**src/sv/u8sd_pkg.sv**
```systemverilog
// Package for the UTF-8 stream decoder: field widths, byte class constants
// and the decode result type. No dependencies.
package u8sd_pkg;

	localparam int unsigned BYTE_W = 8;
	localparam int unsigned CP_W   = 31;
	localparam int unsigned REM_W  = 3;
	localparam int unsigned TDATA_OUT_W = 32;

	// continuation byte: 10xx_xxxx
	localparam logic [BYTE_W-1:0] CONT_TAG_MASK = 8'hC0;
	localparam logic [BYTE_W-1:0] CONT_TAG      = 8'h80;
	localparam logic [BYTE_W-1:0] CONT_DATA     = 8'h3F;

	// lead byte payload masks for 2..6 byte sequences
	localparam logic [BYTE_W-1:0] LEAD2_DATA = 8'h1F;
	localparam logic [BYTE_W-1:0] LEAD3_DATA = 8'h0F;
	localparam logic [BYTE_W-1:0] LEAD4_DATA = 8'h07;
	localparam logic [BYTE_W-1:0] LEAD5_DATA = 8'h03;
	localparam logic [BYTE_W-1:0] LEAD6_DATA = 8'h01;

	// one decoded result
	typedef struct packed {
		logic [CP_W-1:0] code_point;
		logic            decode_error;
	} u8sd_result_t;

endpackage

```
**src/sv/utf8_stream_decoder_top.sv**
```systemverilog
// UTF-8 stream decoder, top level: input register, byte decode, result register.
// Depends on u8sd_pkg.
//
//  channel  | dir | tdata                  | tuser            | tlast
//  s_axis   | in  | [7:0] byte_in          | -                | end_of_buffer
//  m_axis   | out | [30:0] code_point, [31] 0 | [0] decode_error | -
//
// One byte per clock while the result register is not stalled; a taken byte
// goes to the input register, and its result loads when that byte advances.
// The sequence state (bytes still expected, partial value, discard flag) is
// updated from the registered byte by decode logic, which sets the clock path.
// arst_n clears the valid flags and the sequence state.
// A stalled result register holds the registered byte; the input side then
// stalls too, and moves again on the cycle the result is taken.
module utf8_stream_decoder_top
	import u8sd_pkg::*;
(
	input  logic                   clk,
	input  logic                   arst_n,
	input  logic                   s_axis_tvalid,
	output logic                   s_axis_tready,
	input  logic [BYTE_W-1:0]      s_axis_tdata,   // [7:0] byte_in
	input  logic                   s_axis_tlast,   // end_of_buffer
	output logic                   m_axis_tvalid,
	input  logic                   m_axis_tready,
	output logic [TDATA_OUT_W-1:0] m_axis_tdata,   // [30:0] code_point, [31] zero
	output logic [0:0]             m_axis_tuser    // [0] decode_error
);

	// input register
	logic              valid_s1;
	logic [BYTE_W-1:0] byte_s1;
	logic              last_s1;

	// sequence state
	logic [REM_W-1:0]  rem_q;
	logic [CP_W-1:0]   part_q;
	logic              disc_q;

	// result register
	logic              out_valid_q;
	u8sd_result_t      out_q;

	logic              advance;
	logic              accept;

	// decode outputs
	logic              emit;
	u8sd_result_t      res;
	logic [REM_W-1:0]  rem_d;
	logic [CP_W-1:0]   part_d;
	logic              disc_d;
	logic              err;
	logic [CP_W-1:0]   shifted;

	// the registered byte moves on whenever the result register is free or draining
	assign advance       = valid_s1 && (!out_valid_q || m_axis_tready);
	assign s_axis_tready = !valid_s1 || advance;
	assign accept        = s_axis_tvalid && s_axis_tready;

	assign shifted = {part_q[CP_W-7:0], 6'(byte_s1 & CONT_DATA)};

	always_comb begin
		emit            = 1'b0;
		err             = 1'b0;
		res.code_point  = '0;
		res.decode_error = 1'b0;
		rem_d           = rem_q;
		part_d          = part_q;
		disc_d          = disc_q;

		if (disc_q) begin
			// skipping the rest of a failed buffer
		end else if (rem_q == '0) begin
			case (byte_s1) inside
				[8'h00:8'h7F]: begin
					emit           = 1'b1;
					res.code_point = CP_W'(byte_s1);
				end
				[8'h80:8'hBF]: begin
					err = 1'b1;
				end
				[8'hC0:8'hDF]: begin
					rem_d  = REM_W'(1);
					part_d = CP_W'(byte_s1 & LEAD2_DATA);
				end
				[8'hE0:8'hEF]: begin
					rem_d  = REM_W'(2);
					part_d = CP_W'(byte_s1 & LEAD3_DATA);
				end
				[8'hF0:8'hF7]: begin
					rem_d  = REM_W'(3);
					part_d = CP_W'(byte_s1 & LEAD4_DATA);
				end
				[8'hF8:8'hFB]: begin
					rem_d  = REM_W'(4);
					part_d = CP_W'(byte_s1 & LEAD5_DATA);
				end
				default: begin
					// FC..FF, FE/FF included: 6-byte lead
					rem_d  = REM_W'(5);
					part_d = CP_W'(byte_s1 & LEAD6_DATA);
				end
			endcase
		end else if ((byte_s1 & CONT_TAG_MASK) != CONT_TAG) begin
			err = 1'b1;
		end else begin
			rem_d  = rem_q - REM_W'(1);
			part_d = shifted;
			if (rem_q == REM_W'(1)) begin
				emit           = 1'b1;
				res.code_point = shifted;
				part_d         = '0;
			end
		end

		// buffer ends mid-sequence
		if (!disc_q && !err && last_s1 && rem_d != '0)
			err = 1'b1;

		if (err) begin
			emit             = 1'b1;
			res.code_point   = '0;
			res.decode_error = 1'b1;
			rem_d            = '0;
			part_d           = '0;
			disc_d           = 1'b1;
		end

		if (last_s1) begin
			rem_d  = '0;
			part_d = '0;
			disc_d = 1'b0;
		end
	end

	always_ff @(posedge clk or negedge arst_n) begin
		if (!arst_n) begin
			valid_s1 <= 1'b0;
		end else if (s_axis_tready) begin
			valid_s1 <= s_axis_tvalid;
		end
	end

	always_ff @(posedge clk) begin
		if (accept) begin
			byte_s1 <= s_axis_tdata;
			last_s1 <= s_axis_tlast;
		end
	end

	always_ff @(posedge clk or negedge arst_n) begin
		if (!arst_n) begin
			rem_q  <= '0;
			part_q <= '0;
			disc_q <= 1'b0;
		end else if (advance) begin
			rem_q  <= rem_d;
			part_q <= part_d;
			disc_q <= disc_d;
		end
	end

	always_ff @(posedge clk or negedge arst_n) begin
		if (!arst_n) begin
			out_valid_q <= 1'b0;
		end else if (advance && emit) begin
			out_valid_q <= 1'b1;
		end else if (m_axis_tready) begin
			out_valid_q <= 1'b0;
		end
	end

	always_ff @(posedge clk) begin
		if (advance && emit)
			out_q <= res;
	end

	assign m_axis_tvalid   = out_valid_q;
	assign m_axis_tdata    = {1'b0, out_q.code_point};
	assign m_axis_tuser[0] = out_q.decode_error;

`ifndef SYNTH
	// an error result always carries code point zero
	a_err_zero: assert property (@(posedge clk) disable iff (!arst_n)
		(m_axis_tvalid && m_axis_tuser[0]) |-> (m_axis_tdata == '0))
		else $error("error result with nonzero code point");

	// while discarding no sequence is open
	a_disc_idle: assert property (@(posedge clk) disable iff (!arst_n)
		disc_q |-> (rem_q == '0 && part_q == '0))
		else $error("discarding with open sequence");

	// the last byte of a buffer leaves the state cleared
	a_last_clears: assert property (@(posedge clk) disable iff (!arst_n)
		(advance && last_s1) |=> (rem_q == '0 && !disc_q && part_q == '0))
		else $error("state not cleared after end of buffer");

	// at most five continuation bytes are ever expected
	a_rem_range: assert property (@(posedge clk) disable iff (!arst_n)
		rem_q <= REM_W'(5))
		else $error("bytes remaining out of range");
`endif

endmodule

```
**config.mk**
```make
export PLATFORM = sky130hd
export DESIGN_NAME = utf8_stream_decoder_top
export DESIGN_NICKNAME = d
export VERILOG_FILES = /design/src/sv/u8sd_pkg.sv /design/src/sv/utf8_stream_decoder_top.sv
export SDC_FILE = /design/constraint.sdc
export NUM_CORES = 1
export LEC_CHECK = 0
export ABC_CLOCK_PERIOD_IN_PS = 3900
export BUFFER_PORTS_ARGS = -buffer_cell sky130_fd_sc_hd__buf_2
export CAP_MARGIN = 20
export CELL_PAD_IN_SITES_DETAIL_PLACEMENT = 0
export CELL_PAD_IN_SITES_GLOBAL_PLACEMENT = 1
export CORE_MARGIN = 2
export CORE_UTILIZATION = 45
export DETAILED_ROUTE_END_ITERATION = 8
export GPL_TIMING_DRIVEN = 0
export PLACE_DENSITY = 0.78
export REMOVE_ABC_BUFFERS = 1
export SLEW_MARGIN = 20
export SYNTH_ARGS = -nofsm -noshare
export SYNTH_HDL_FRONTEND = slang
export SYNTH_SLANG_ARGS = --single-unit
```
**constraint.sdc**
```tcl
create_clock -name clk -period 3.9 [get_ports clk]
set_input_delay 0.39 -clock clk [delete_from_list [all_inputs] [get_ports clk]]
set_output_delay 0.39 -clock clk [all_outputs]
set_load 0.005 [all_outputs]
```
==> flow_summary_export.csv <==
group,metric,value,unit
clock_network,cts_hold_buffers,0,
sta,finalCritPeriodShare,89.07,%
global_routing,antenna_found_initial,0,
setup_path,timing_worst_setup_path_type,"reg2reg",
clock_network,clkSlewWorstSetupHoldPaths,0.07,ns
global_routing,use_met2,24.77,%
logic_synthesis,ys.flop_type,"edfxtp_1",
logic_synthesis,synth-edff-count,41,
power,ir_drop,0.4773,mV
routing,drt_wl_total,5732,microns
clock_network,clockBufferDepth,2,
logic_synthesis,yosysTopAreaCell,"edfxtp_1",
power,leakage,0.001496,uW
clock_network,cts_tree,"done",
sta,slew-limit-headroom,47.81,%
sta,fmax,287.9,MHz
clock_network,clock-sinks,72,
placed_design,port_buffers,46,
floorplanning,dieArea,0.007552,sq mm
setup_path,cp_slowest_cell,"o31a_2",
placed_design,place_congestion,0.8238,
global_routing,grt_pass1_vias,1973,
routing,wl_per_cell,15.20,microns
logic_synthesis,synthArstFlopShare,43.06,%
cells_and_area,drive_above_1_share,23.57,%
cells_and_area,n_antenna_cell,0,
routing,vias,2056,
global_routing,grt_pass1_wl,9694,microns
global_routing,grt_usage,16.90,%
sta,hold_viol_final,0,
routing,firstDrtPassIters,4,
sta,rsz0062_at_grt,"no",
logic_synthesis,ys_warn_count,0,
clock_network,clk_latency,0.34,ns
sta,setup_viol,0,
routing,ant_nets,0,
logic_synthesis,synth_commonest_cells,"edfxtp_1 (41), nor2_1 (32), dfrtp_1 (31)",
setup_path,crit_fanout,32,
floorplanning,ios,48,
setup_path,slowest_delay,0.63,ns
global_routing,gr-usage-met3,3.981,%
sta,slew_viol_final,0,
logic_synthesis,synth_area_per_cell,12.52,sq um
sta,tightest_slew,0.7828,ns
routing,vias_per_cell,5.454,
clock_network,cts_root_buffer,"clkbuf_8",
sta,holdWs,0.09587,ns
floorplanning,start_util,46.03,%
logic_synthesis,ys_ff_latch,72,
clock_network,cts_inserted_buffers,9,
floorplanning,rows,30,
routing,drt_iter0_markers,122,
global_routing,overflow,0,
placed_design,postPlaceCellArea,0.003391,sq mm
logic_synthesis,synth.most_common_cell,"edfxtp_1",
setup_path,cp.required,3.88,ns
run,drv_cap,0,
floorplanning,core_area,0.006719,sq mm
hold_path,hp-class,"in2async",
logic_synthesis,yosys-top-cells-area,"edfxtp_1 (40%), dfrtp_1 (25%), a22o_1 (6.5%)",
setup_path,critPathArrivalTime,3.46,ns
logic_synthesis,synth_cell_types,44,
setup_path,start_kind,"register",
floorplanning,die_w,86.91,microns
logic_synthesis,synthesis.area,0.003093,sq mm
power,power_density,689.2,mW/mm^2
cells_and_area,postLayoutCellArea,0.003590,sq mm
routing,drcViolationCount,0,
logic_synthesis,yosysTopAreaCellShare,39.81,%
sta,period_needed,3.474,ns
cells_and_area,area_growth,16.06,%
sta,clock-skew-final,0.007085,ns
floorplanning,dieHeight,86.91,microns
global_routing,grt_max_degree,33,
setup_path,crit_chain,"inv_1, ha_1, nand2b_4, or4b_1, o21ai_0, o31a_2, o21a_4",
logic_synthesis,syn_inst,247,
setup_path,critical-path-top-delay-family,"compound AO/OA/AOI/OAI gates",
status,status,"finished clean",
setup_path,path_buf_inv,1,
setup_path,end_kind,"register",
global_routing,grt_use_met1,23.90,%
placed_design,hpwl,3789,microns
cells_and_area,nNetsFinal,308,
clock_network,ctsHtreeMaxLevel,3,
power,total_power,2474,uW
global_routing,grt_busiest_layer,"met2",
logic_synthesis,synth-seq-area-share,64.89,%
[per-layer routing]
layer  share of wire, %  vias to the layer above
li1                   -                     1014
met1                 48                      974
met2                 47                       63
met3                4.4                        5
met4               0.66                        0
met5                  0                        -
[state kept, by name, summed over array words and instances (netlist names)]
register	cells
m_axis_tdata	31
part_q	25
byte_s1	8
rem_q	3
disc_q	1
last_s1	1
m_axis_tuser	1
m_axis_tvalid	1
valid_s1	1
[kinds of logic (layout without fill, tap and decap cells)]
kind of cell / after synthesis / in the layout / synth area share, %
flops: 72 / 72 / 64.89
xor+xnor: 1 / 1 / 0.2832
buf+inv: 21 / 71 / 3.438
simple gates: 94 / 94 / 16.02
fa+ha+maj: 3 / 3 / 1.214
other cells: 1 / 1 / 0.1212
mux: 2 / 2 / 0.6877
compound gates: 53 / 53 / 13.35
[final timing paths]
check	startpoint	to	slack, ns	cells past startpoint
worst min register to register	part_q[19]	part_q[19]	0.50	1
min in group clk	s_axis_tdata[0]	byte_s1[0]	0.22	1
worst min-delay path	arst_n	rem_q[0]	0.1	1
max in group asynchronous	arst_n	part_q[13]	3.34	1
worst max-delay path	rem_q[1]	m_axis_tdata[13]	0.43	7
worst max register to register	rem_q[1]	m_axis_tdata[13]	0.43	7
[power by group]
part | internal, uW | switching (uW) | total (uW) | leakage, uW
Clock | 313 | 256 | 569 | 0.0000936
Sequential | 1000 | 93.1 | 1090 | 0.000821
Combinational | 287 | 525 | 812 | 0.000582
Total | 1600 | 875 | 2470 | 0.00150
[through the flow]
stage	setup TNS [ns]	util, %	setup slack (ns)	std cells
6_report	0	53.43	0.4264	377
5_1_grt	0	53.43	0.1624	377
4_1_cts	0	53.33	0.1608	377
3_5_place_dp	-7.768	50.47	-0.2451	361
3_3_place_gp	-35.00	49.65	-0.9015	357
2_1_floorplan	0	-	0.2361	231
[repair_timing]
| item | CTS | global route |
|---|---|---|
| setup endpoints to repair | 32 | 32 |
| gates resized for setup | 1 | 1 |
| setup buffers | 0 | 0 |
[cell usage in the layout, fill, tap and decap left out, types with 2 or more instances in the layout]
master	instances
a21oi_1	5
a22o_1	23
a32o_1	3
and2_1	2
and3_1	2
buf_2	46
buf_4	2
clkbuf_1	3
clkbuf_8	10
dfrtp_1	31
edfxtp_1	41
ha_1	3
inv_1	5
nand2_1	9
nand2b_1	4
nand3_1	21
nor2_1	31
nor2b_1	4
nor3_1	2
nor3b_1	6
nor4b_1	5
nor4bb_1	2
o21ai_0	6
o311ai_0	2
[final cells by class]
cell class / count / area, sq um
Clock buffer: 13 / 148.9
Clock inverter: 3 / 42.54
Fill cell: 593 / 3129
Inverter: 5 / 18.77
Multi-Input combinational cell: 154 / 1001
Sequential cell: 72 / 2007
Tap cell: 80 / 100.1
Timing Repair Buffer: 50 / 271.5
No activity file was read; power rests on OpenSTA's default activity.
